===== config.mk =====
export PLATFORM = sky130hd
export DESIGN_NAME = in_order_completion_ring
export DESIGN_NICKNAME = d
export VERILOG_FILES = /design/src/iocr_pkg.sv /design/src/iocr_ram.sv /design/src/iocr_ctrl.sv /design/src/in_order_completion_ring.sv
export SDC_FILE = /design/constraint.sdc
export NUM_CORES = 1
export LEC_CHECK = 0
export BUFFER_PORTS_ARGS = -buffer_cell sky130_fd_sc_hd__clkbuf_2
export CAP_MARGIN = 20
export CORE_MARGIN = 3
export CORE_UTILIZATION = 52
export CTS_BUF_LIST = sky130_fd_sc_hd__clkbuf_4 sky130_fd_sc_hd__clkbuf_8 sky130_fd_sc_hd__clkbuf_16
export CTS_CLUSTER_DIAMETER = 60
export DETAILED_ROUTE_END_ITERATION = 10
export PLACE_DENSITY = 0.71
export SLEW_MARGIN = 20
export SYNTH_ARGS = -nofsm -noshare
export SYNTH_HDL_FRONTEND = slang
export SYNTH_SLANG_ARGS = --single-unit

===== constraint.sdc =====
create_clock -name clk -period 5.4 [get_ports clk]
set_clock_uncertainty 0.1 [all_clocks]
set_input_delay 0.54 -clock clk [delete_from_list [all_inputs] [get_ports clk]]
set_output_delay 0.54 -clock clk [all_outputs]
set_load 0.005 [all_outputs]

===== src/iocr_pkg.sv =====
// ----------------------------------------------------------------------------
// iocr_pkg: shared types and codes for the in-order completion ring
// Operation codes, result codes, sizing defaults and the result record
// passed from the slot controller to the top level.
// ----------------------------------------------------------------------------
package iocr_pkg;

  localparam int RING_SIZE_DEFAULT = 16;

  // Port widths
  localparam int MODE_W  = 2;
  localparam int SLOT_W  = 4;
  localparam int WORD_W  = 32;
  localparam int CODE_W  = 3;
  localparam int COUNT_W = 5;

  // Operations
  localparam logic [MODE_W-1:0] MODE_ALLOC  = 2'd0;
  localparam logic [MODE_W-1:0] MODE_FINISH = 2'd1;
  localparam logic [MODE_W-1:0] MODE_RETIRE = 2'd2;
  localparam logic [MODE_W-1:0] MODE_NONE   = 2'd3;

  // Result codes
  localparam logic [CODE_W-1:0] RC_OK           = 3'd0;
  localparam logic [CODE_W-1:0] RC_FULL         = 3'd1;
  localparam logic [CODE_W-1:0] RC_LIMIT        = 3'd2;
  localparam logic [CODE_W-1:0] RC_EMPTY        = 3'd3;
  localparam logic [CODE_W-1:0] RC_HEAD_PENDING = 3'd4;
  localparam logic [CODE_W-1:0] RC_NOT_INFLIGHT = 3'd5;

  // Registered result of one operation
  typedef struct packed {
    logic               valid;
    logic               pop;
    logic [CODE_W-1:0]  code;
    logic [SLOT_W-1:0]  slot_idx;
    logic [COUNT_W-1:0] occupancy;
    logic [COUNT_W-1:0] inflight;
  } iocr_res_t;

endpackage


===== src/iocr_ram.sv =====
// ----------------------------------------------------------------------------
// iocr_ram: generic single-write, single-read RAM
// One write port and one read port; read data is registered.
// ----------------------------------------------------------------------------
module iocr_ram #(
  parameter int WIDTH = 32,
  parameter int DEPTH = 16
) (
  input  logic                     clk,
  input  logic                     we,
  input  logic [$clog2(DEPTH)-1:0] waddr,
  input  logic [WIDTH-1:0]         wdata,
  input  logic [$clog2(DEPTH)-1:0] raddr,
  output logic [WIDTH-1:0]         rdata
);

  logic [WIDTH-1:0] mem [DEPTH];

  always_ff @(posedge clk) begin
    if (we) begin
      mem[waddr] <= wdata;
    end
    rdata <= mem[raddr];
  end

endmodule


===== src/iocr_ctrl.sv =====
// ----------------------------------------------------------------------------
// iocr_ctrl: slot controller of the in-order completion ring
// Holds head/tail pointers, fill and in-flight counters, per-slot flags and
// the in-flight limit; decides each operation and registers its result.
// ----------------------------------------------------------------------------
module iocr_ctrl #(
  parameter int RING_SIZE = iocr_pkg::RING_SIZE_DEFAULT
) (
  input  logic                              clk,
  input  logic                              rst,
  input  logic                              accept,
  input  logic [iocr_pkg::MODE_W-1:0]       mode,
  input  logic [iocr_pkg::SLOT_W-1:0]       slot,
  input  logic                              cfg_we,
  input  logic [iocr_pkg::COUNT_W-1:0]      cfg_data,
  output logic                              tag_we,
  output logic [$clog2(RING_SIZE)-1:0]      tag_waddr,
  output logic                              stat_we,
  output logic [$clog2(RING_SIZE)-1:0]      stat_waddr,
  output logic [$clog2(RING_SIZE)-1:0]      rd_addr,
  output iocr_pkg::iocr_res_t               res
);
  import iocr_pkg::*;

  localparam int AW = $clog2(RING_SIZE);
  localparam int CW = $clog2(RING_SIZE + 1);
  localparam int LIMIT_RESET = (16 < RING_SIZE) ? 16 : RING_SIZE;

  logic [AW-1:0]        head;
  logic [AW-1:0]        tail;
  logic [CW-1:0]        fill;
  logic [CW-1:0]        busy_cnt;
  logic [CW-1:0]        limit;
  logic [RING_SIZE-1:0] done_flags;
  logic [RING_SIZE-1:0] pend_flags;

  logic [AW-1:0] slot_sel;
  logic          alloc_ok;
  logic          finish_ok;
  logic          retire_ok;
  logic [CW-1:0] fill_next;
  logic [CW-1:0] busy_next;
  logic [CODE_W-1:0] code_next;
  logic [AW-1:0]     idx_next;

  assign slot_sel = AW'(slot);

  always_comb begin
    alloc_ok  = 1'b0;
    finish_ok = 1'b0;
    retire_ok = 1'b0;
    code_next = RC_OK;
    idx_next  = head;
    fill_next = fill;
    busy_next = busy_cnt;
    unique case (mode)
      MODE_ALLOC: begin
        idx_next = tail;
        if (fill == CW'(RING_SIZE)) begin
          code_next = RC_FULL;
        end else if (busy_cnt >= limit) begin
          code_next = RC_LIMIT;
        end else begin
          alloc_ok  = 1'b1;
          fill_next = fill + 1'b1;
          busy_next = busy_cnt + 1'b1;
        end
      end
      MODE_FINISH: begin
        idx_next = slot_sel;
        if (!pend_flags[slot_sel]) begin
          code_next = RC_NOT_INFLIGHT;
        end else begin
          finish_ok = 1'b1;
          if (busy_cnt != '0) begin
            busy_next = busy_cnt - 1'b1;
          end
        end
      end
      MODE_RETIRE: begin
        if (fill == '0) begin
          code_next = RC_EMPTY;
        end else if (!done_flags[head]) begin
          code_next = RC_HEAD_PENDING;
        end else begin
          retire_ok = 1'b1;
          fill_next = fill - 1'b1;
        end
      end
      default: begin
        code_next = RC_OK;
      end
    endcase
  end

  assign tag_we     = accept && alloc_ok;
  assign tag_waddr  = tail;
  assign stat_we    = accept && finish_ok;
  assign stat_waddr = slot_sel;
  assign rd_addr    = head;

  always_ff @(posedge clk) begin
    if (rst) begin
      head       <= '0;
      tail       <= '0;
      fill       <= '0;
      busy_cnt   <= '0;
      limit      <= CW'(LIMIT_RESET);
      done_flags <= '0;
      pend_flags <= '0;
      res.valid  <= 1'b0;
      res.pop    <= 1'b0;
    end else begin
      // clamp limit writes to the ring size
      if (cfg_we) begin
        if (32'(cfg_data) > RING_SIZE) begin
          limit <= CW'(RING_SIZE);
        end else begin
          limit <= CW'(cfg_data);
        end
      end
      res.valid <= accept && (mode != MODE_NONE);
      res.pop   <= accept && retire_ok;
      if (accept) begin
        fill     <= fill_next;
        busy_cnt <= busy_next;
        // hold the result payload for the word just taken
        res.code      <= code_next;
        res.slot_idx  <= SLOT_W'(idx_next);
        res.occupancy <= COUNT_W'(fill_next);
        res.inflight  <= COUNT_W'(busy_next);
        if (alloc_ok) begin
          done_flags[tail] <= 1'b0;
          pend_flags[tail] <= 1'b1;
          tail             <= tail + 1'b1;
        end
        if (finish_ok) begin
          done_flags[slot_sel] <= 1'b1;
          pend_flags[slot_sel] <= 1'b0;
        end
        if (retire_ok) begin
          done_flags[head] <= 1'b0;
          head             <= head + 1'b1;
        end
      end
    end
  end

endmodule


===== src/in_order_completion_ring.sv =====
// ----------------------------------------------------------------------------
// in_order_completion_ring: in-order completion buffer
// Hands out ring slots in order, lets them finish in any order and retires
// them in order from the head.
// ----------------------------------------------------------------------------
// Usage:
//   Command channel: drive mode/slot/request_tag/done_status with start high;
//   the word is taken at any edge where start is high and busy is low. busy
//   stays low, so one command is taken every cycle.
//   Modes: allocate claims the tail slot for request_tag, finish stores
//   done_status into an in-flight slot, retire pops the head slot once done.
//   The unused mode is taken and produces no result.
//   Result channel: result_valid pulses for one cycle, in the cycle after
//   the command was taken, carrying code, slot, counts and, on a successful
//   retire, the retired tag and status (zero otherwise). Tag and status come
//   from the registered read of the tag and status RAMs at the head pointer.
//   The receiver cannot stall; every result must be taken when shown.
//   Config channel: cfg_valid/cfg_ready write the in-flight limit from
//   cfg_data; cfg_ready is always high and values above the ring size clamp.
//   Reset (rst, synchronous): empties the ring, clears all flags and counters
//   and sets the limit to the smaller of 16 and the ring size.
// ----------------------------------------------------------------------------
module in_order_completion_ring #(
  parameter int RING_SIZE = iocr_pkg::RING_SIZE_DEFAULT
) (
  input  logic                               clk,
  input  logic                               rst,
  // command
  input  logic                               start,
  output logic                               busy,
  input  logic [iocr_pkg::MODE_W-1:0]        mode,
  input  logic [iocr_pkg::SLOT_W-1:0]        slot,
  input  logic [iocr_pkg::WORD_W-1:0]        request_tag,
  input  logic signed [iocr_pkg::WORD_W-1:0] done_status,
  // config
  input  logic                               cfg_valid,
  output logic                               cfg_ready,
  input  logic [iocr_pkg::COUNT_W-1:0]       cfg_data,
  // result
  output logic                               result_valid,
  output logic [iocr_pkg::CODE_W-1:0]        result_code,
  output logic [iocr_pkg::SLOT_W-1:0]        slot_index,
  output logic [iocr_pkg::WORD_W-1:0]        retired_tag,
  output logic signed [iocr_pkg::WORD_W-1:0] retired_status,
  output logic [iocr_pkg::COUNT_W-1:0]       occupancy,
  output logic [iocr_pkg::COUNT_W-1:0]       inflight_count
);
  import iocr_pkg::*;

  localparam int AW = $clog2(RING_SIZE);

  logic          accept;
  logic          tag_we;
  logic [AW-1:0] tag_waddr;
  logic          stat_we;
  logic [AW-1:0] stat_waddr;
  logic [AW-1:0] rd_addr;
  logic [WORD_W-1:0] tag_q;
  logic [WORD_W-1:0] stat_q;
  iocr_res_t     res;

  // every cycle takes a command; config is always taken
  assign busy      = 1'b0;
  assign cfg_ready = 1'b1;
  assign accept    = start && !busy;

  iocr_ctrl #(.RING_SIZE(RING_SIZE)) u_ctrl (
    .clk        (clk),
    .rst        (rst),
    .accept     (accept),
    .mode       (mode),
    .slot       (slot),
    .cfg_we     (cfg_valid && cfg_ready),
    .cfg_data   (cfg_data),
    .tag_we     (tag_we),
    .tag_waddr  (tag_waddr),
    .stat_we    (stat_we),
    .stat_waddr (stat_waddr),
    .rd_addr    (rd_addr),
    .res        (res)
  );

  // tag written at the tail on allocate, read at the head
  iocr_ram #(.WIDTH(WORD_W), .DEPTH(RING_SIZE)) u_tag_ram (
    .clk   (clk),
    .we    (tag_we),
    .waddr (tag_waddr),
    .wdata (request_tag),
    .raddr (rd_addr),
    .rdata (tag_q)
  );

  // status written at the finished slot, read at the head
  iocr_ram #(.WIDTH(WORD_W), .DEPTH(RING_SIZE)) u_stat_ram (
    .clk   (clk),
    .we    (stat_we),
    .waddr (stat_waddr),
    .wdata (done_status),
    .raddr (rd_addr),
    .rdata (stat_q)
  );

  // present the result; drop tag and status unless the head was popped
  assign result_valid   = res.valid;
  assign result_code    = res.code;
  assign slot_index     = res.slot_idx;
  assign occupancy      = res.occupancy;
  assign inflight_count = res.inflight;
  assign retired_tag    = res.pop ? tag_q : '0;
  assign retired_status = res.pop ? signed'(stat_q) : '0;

endmodule


==> run summary <==
DIE
------------------------------------------------------------------------------------------
Std-Cell Rows ...............................................................          106
Height of the die ...........................................................       299 um
Floorplan Core Area .........................................................   0.0842 mm2
DIE AREA ....................................................................   0.0892 mm2
Horizontal die dimension ....................................................       299 um
Starting density of the core ................................................        0.529
Ports .......................................................................          163

TIMING
------------------------------------------------------------------------------------------
Final Hold Violating Endpoints ..............................................            0
Setup TNS ...................................................................         0 ps
Final critical delay including setup and external delays ....................      3740 ps
Worst slew pin tran .........................................................      1080 ps
Final Worst Setup Slack .....................................................      1660 ps
Relative slew margins .......................................................        0.277
Maximum clock frequency .....................................................    0.267 GHz
Max-slew violation total from the final report ..............................            0
Share of the clock period used by the worst path after layout ...............        0.693
Final-report setup violation count ..........................................            0
Unrepaired setup endpoints after global routing .............................        false

ROUTE
------------------------------------------------------------------------------------------
Starting DRT DRC Count ......................................................         1865
Via count ...................................................................        21203
Highest metal layer with signal wires .......................................         met5
Met1 routed wirelength after detailed routing ...............................     38600 um
Final WL ....................................................................     97200 um
Wire length on met2 .........................................................     50800 um
Routed length per placed instance ...........................................      27.7 um
Met3 Routed Length ..........................................................      5840 um
DRC violation count after routing ...........................................            0
Via count normalized by instance count ......................................         6.03
ANT nets after route ........................................................            0
DRT Pass-1 Iters ............................................................            5

CLOCK NETWORK
------------------------------------------------------------------------------------------
Clock tree from TritonCTS ...................................................         done
Clock network latency to the later pin of the worst-skew pair ...............       680 ps
Clock edge transition at the registers on the reported setup and hold paths .        60 ps
Post-cts repair resize count ................................................            0
Library cell used as clock root buffer ...................................... sky130_fd_sc_hd__clkbuf_16
Buffer depth of the longest clock path ......................................            3
Clock buffer count from CTS .................................................          113
Clock tree sinks ............................................................         1162
Count of H-tree levels built during CTS .....................................            3

WORST SETUP PATH
------------------------------------------------------------------------------------------
Largest incremental delay on the critical path ..............................       680 ps
Critical-path maximum fanout ................................................           18
Req. time, crit path ........................................................      5650 ps
Crit-path cells ............................................................. inv_1, ha_1, nand2b_1, a21oi_1, o21a_1, buf_4, nand3_1, nor2_4, buf_4
Nature of the critical path startpoint ......................................     register
Cell type of the slowest stage on the worst timing path ..................... sky130_fd_sc_hd__nor2_4
Kind of cell adding the most delay to the critical path ..................... simple AND/OR/NAND/NOR gates
CP arrival ..................................................................      3990 ps
Worst Path Buf+Inv ..........................................................            3
Sort of element at the end of the critical path .............................     register
Category of the most critical setup path ....................................   reg -> reg
Cell occurring most often along the worst timing path ....................... sky130_fd_sc_hd__buf_4

SYNTHESIS
------------------------------------------------------------------------------------------
Post-Synthesis Mean Instance Area ...........................................     21.3 um2
Number of flops mapped to enable cells by yosys .............................         1041
Fraction of registers with async set or reset after synthesis ...............            0
Flop and latch count out of synthesis .......................................         1162
Synth Instances .............................................................         2087
Total standard cell area after synthesis ....................................   0.0446 mm2
Post-synthesis cell type count ..............................................           69
Synth Flop Type ............................................................. sky130_fd_sc_hd__edfxtp_1
Total nets after synthesis ..................................................         2184
YS warnings .................................................................            0
Sequential element share of the synthesized area ............................        0.756

FINISH
------------------------------------------------------------------------------------------
Nets@finish .................................................................         2376
Storage cell area ...........................................................   0.0337 mm2
Layout cell share with drive strength beyond 1 ..............................        0.327
Synth-to-layout area growth .................................................        13.7%
Fillers .....................................................................         5851
Multi-input gate area in the final layout ...................................   0.0102 mm2

POWER
------------------------------------------------------------------------------------------
Leak ........................................................................      16.1 nW
Worst VDD drop ..............................................................   0.000297 V
Power density over cell area ................................................   358 mW/mm2

GLOBAL ROUTE
------------------------------------------------------------------------------------------
Final global-route overflow total ...........................................            0
Maximum number of pins on one net before global-route repair ................          140
Vias in the first global route ..............................................        22543
Wire length of the first global-routing pass ................................    148000 um
Initial antenna violation count .............................................            8
All-layer global routing usage ..............................................        0.223

OUTCOME
------------------------------------------------------------------------------------------
Result of the run ........................................................... complete, no violations

PLACED DESIGN
------------------------------------------------------------------------------------------
Estimated wirelength of the detail-placed design ............................     54300 um
Number of buffers added on ports ............................................          160
Final weighted congestion in routability-driven placement ...................        0.858
Setup slack after placement .................................................      1580 ps

WORST HOLD PATH
------------------------------------------------------------------------------------------
Tightest Hold Check Type ....................................................    in -> reg

FLOW RUN
------------------------------------------------------------------------------------------
Count of max-cap constraint violations ......................................            0

-- area by class of cell --
cell class | instances | area share
Antenna cell | 4 | 0.000198
Multi-Input combinational cell | 747 | 0.202
Timing Repair Buffer | 209 | 0.0254
Clock inverter | 64 | 0.0135
Inverter | 46 | 0.00351
Sequential cell | 1162 | 0.665
Clock buffer | 150 | 0.0628
Tap cell | 1134 | 0.0280
-- synthesized netlist by cell type (2+ instances only) --
master / n / area [um2]
sky130_fd_sc_hd__a211oi_1: 16 / 120
sky130_fd_sc_hd__a21o_1: 2 / 15.0
sky130_fd_sc_hd__a21oi_1: 27 / 135
sky130_fd_sc_hd__a221oi_1: 2 / 17.5
sky130_fd_sc_hd__a22o_1: 2 / 17.5
sky130_fd_sc_hd__a22oi_1: 2 / 15.0
sky130_fd_sc_hd__a311o_1: 2 / 20.0
sky130_fd_sc_hd__a311oi_1: 9 / 78.8
sky130_fd_sc_hd__a31oi_1: 5 / 31.3
sky130_fd_sc_hd__a41o_1: 2 / 20.0
sky130_fd_sc_hd__and2_1: 73 / 457
sky130_fd_sc_hd__and3_1: 5 / 31.3
sky130_fd_sc_hd__and4_1: 3 / 26.3
sky130_fd_sc_hd__buf_1: 19 / 71.3
sky130_fd_sc_hd__buf_2: 29 / 145
sky130_fd_sc_hd__buf_4: 19 / 143
sky130_fd_sc_hd__clkbuf_1: 64 / 240
sky130_fd_sc_hd__conb_1: 2 / 7.51
sky130_fd_sc_hd__dfxtp_1: 121 / 2420
sky130_fd_sc_hd__edfxtp_1: 1041 / 31300
sky130_fd_sc_hd__ha_1: 18 / 225
sky130_fd_sc_hd__inv_1: 46 / 173
sky130_fd_sc_hd__mux2_2: 3 / 33.8
sky130_fd_sc_hd__mux2i_1: 9 / 90.1
sky130_fd_sc_hd__mux4_2: 325 / 7320
sky130_fd_sc_hd__nand2_1: 39 / 146
sky130_fd_sc_hd__nand2b_1: 7 / 43.8
sky130_fd_sc_hd__nand3_1: 21 / 105
sky130_fd_sc_hd__nand4_1: 18 / 113
sky130_fd_sc_hd__nor2_1: 37 / 139
sky130_fd_sc_hd__nor2b_1: 11 / 68.8
sky130_fd_sc_hd__nor3_1: 25 / 125
sky130_fd_sc_hd__nor4_1: 3 / 18.8
sky130_fd_sc_hd__nor4_2: 3 / 37.5
sky130_fd_sc_hd__nor4b_1: 2 / 17.5
sky130_fd_sc_hd__o211ai_1: 4 / 30.0
sky130_fd_sc_hd__o21a_1: 2 / 15.0
sky130_fd_sc_hd__o21ai_0: 16 / 80.1
sky130_fd_sc_hd__o221a_2: 3 / 33.8
sky130_fd_sc_hd__o221ai_1: 2 / 17.5
sky130_fd_sc_hd__o22ai_1: 8 / 50.1
sky130_fd_sc_hd__or3_1: 7 / 43.8
sky130_fd_sc_hd__xnor2_1: 7 / 61.3
-- per-layer routing --
layer  vias up  global-route usage
met5         -                   0
met4         6              0.0551
met3       159              0.0383
met2       779               0.380
met1     11230               0.303
li1       9029                   -
-- worst min-delay path, delay by kind of cell --
kind	cells	cell delay (ps)
buffers and inverters	1	130
AOI/OAI and AO/OA	1	80
and+or+nand+nor	1	70
-- timing repair --
item / CTS / global route
endpoints found under the setup margin: 0 / 0
hold endpoints to repair: 1 / 0
hold buffers: 1 / 0
buffers inserted: 0 / 0
-- flip-flops by register name, summed over array words and instances, names as in the netlist --
name,count
u_ctrl.res,19
u_ctrl.pend_flags,16
u_ctrl.rd_addr,4
u_ctrl.limit,5
u_ctrl.done_flags,16
u_stat_ram.rdata,32
u_tag_ram.mem,512
u_ctrl.tag_waddr,4
u_ctrl.fill,5
u_tag_ram.rdata,32
u_ctrl.busy_cnt,5
u_stat_ram.mem,512
-- cells in the final DEF (no fill, tap or decap), types with 6 or more instances in the layout --
cell type / Yosys / final
sky130_fd_sc_hd__edfxtp_1: 1041 / 1041
sky130_fd_sc_hd__nand3_1: 21 / 21
sky130_fd_sc_hd__mux2i_1: 9 / 9
sky130_fd_sc_hd__nor2b_1: 11 / 11
sky130_fd_sc_hd__clkbuf_8: 0 / 12
sky130_fd_sc_hd__clkbuf_16: 0 / 113
sky130_fd_sc_hd__nand2b_1: 7 / 7
sky130_fd_sc_hd__a311oi_1: 9 / 9
sky130_fd_sc_hd__xnor2_1: 7 / 7
sky130_fd_sc_hd__buf_12: 0 / 6
sky130_fd_sc_hd__buf_4: 19 / 40
sky130_fd_sc_hd__clkinv_2: 0 / 30
sky130_fd_sc_hd__o22ai_1: 8 / 8
sky130_fd_sc_hd__and2_1: 73 / 72
sky130_fd_sc_hd__nor2_4: 1 / 9
sky130_fd_sc_hd__nor3_1: 25 / 20
sky130_fd_sc_hd__clkinv_1: 0 / 20
sky130_fd_sc_hd__or3_1: 7 / 7
sky130_fd_sc_hd__nand2_1: 39 / 39
sky130_fd_sc_hd__clkbuf_4: 0 / 25
sky130_fd_sc_hd__a21oi_1: 27 / 27
sky130_fd_sc_hd__dfxtp_1: 121 / 117
sky130_fd_sc_hd__a211oi_1: 16 / 16
sky130_fd_sc_hd__nand4_1: 18 / 18
sky130_fd_sc_hd__nor2_1: 37 / 29
sky130_fd_sc_hd__clkbuf_2: 0 / 160
sky130_fd_sc_hd__inv_1: 46 / 32
sky130_fd_sc_hd__bufinv_16: 0 / 8
sky130_fd_sc_hd__o21ai_0: 16 / 16
sky130_fd_sc_hd__ha_1: 18 / 18
sky130_fd_sc_hd__mux4_2: 325 / 325
-- path summary, 6_finish.rpt --
| path | start | endpoint | cells past startpoint | slack (ps) |
|---|---|---|---|---|
| setup / recovery | u_ctrl.busy_cnt[0] | u_tag_ram.mem[7][28] | 9 | 1660 |
| hold / removal | cfg_data[4] | u_ctrl.limit[4] | 3 | 100 |
| setup reg to reg | u_ctrl.busy_cnt[0] | u_tag_ram.mem[7][28] | 9 | 1660 |
| hold reg to reg | u_ctrl.pend_flags[13] | u_ctrl.pend_flags[13] | 2 | 360 |
-- stage by stage --
step	power, mW	std cells	util	area (um2)	hold slack (ps)
after CTS	18.3	3511	0.601	50600	54.6
after detailed placement	10.4	3296	0.555	46800	354
after global routing	18.7	3515	0.602	50700	106
after floorplan	10.2	2087	-	44600	331
final	18.1	3516	0.602	50700	98.1
after global placement	10.3	3294	0.555	46700	358
-- power breakdown --
group          internal, mW  total [mW]  switching [mW]
registers              9.82        9.84          0.0200
clock network          4.58        7.95            3.37
logic                0.0876       0.323           0.235
-- kinds of logic after synthesis --
| logic type | count (synthesis) | synth area share |
|---|---|---|
| DFF | 1162 | 0.756 |
| muxes | 339 | 0.168 |
| and+or+nand+nor | 261 | 0.0322 |
| buffers and inverters | 178 | 0.0176 |
| AOI/OAI and AO/OA | 119 | 0.0196 |
| adders and majority gates | 18 | 0.00505 |
| xor gates and xnor gates | 8 | 0.00157 |
| other | 2 | 0.000169 |
No activity file was read; power rests on OpenSTA's default activity.
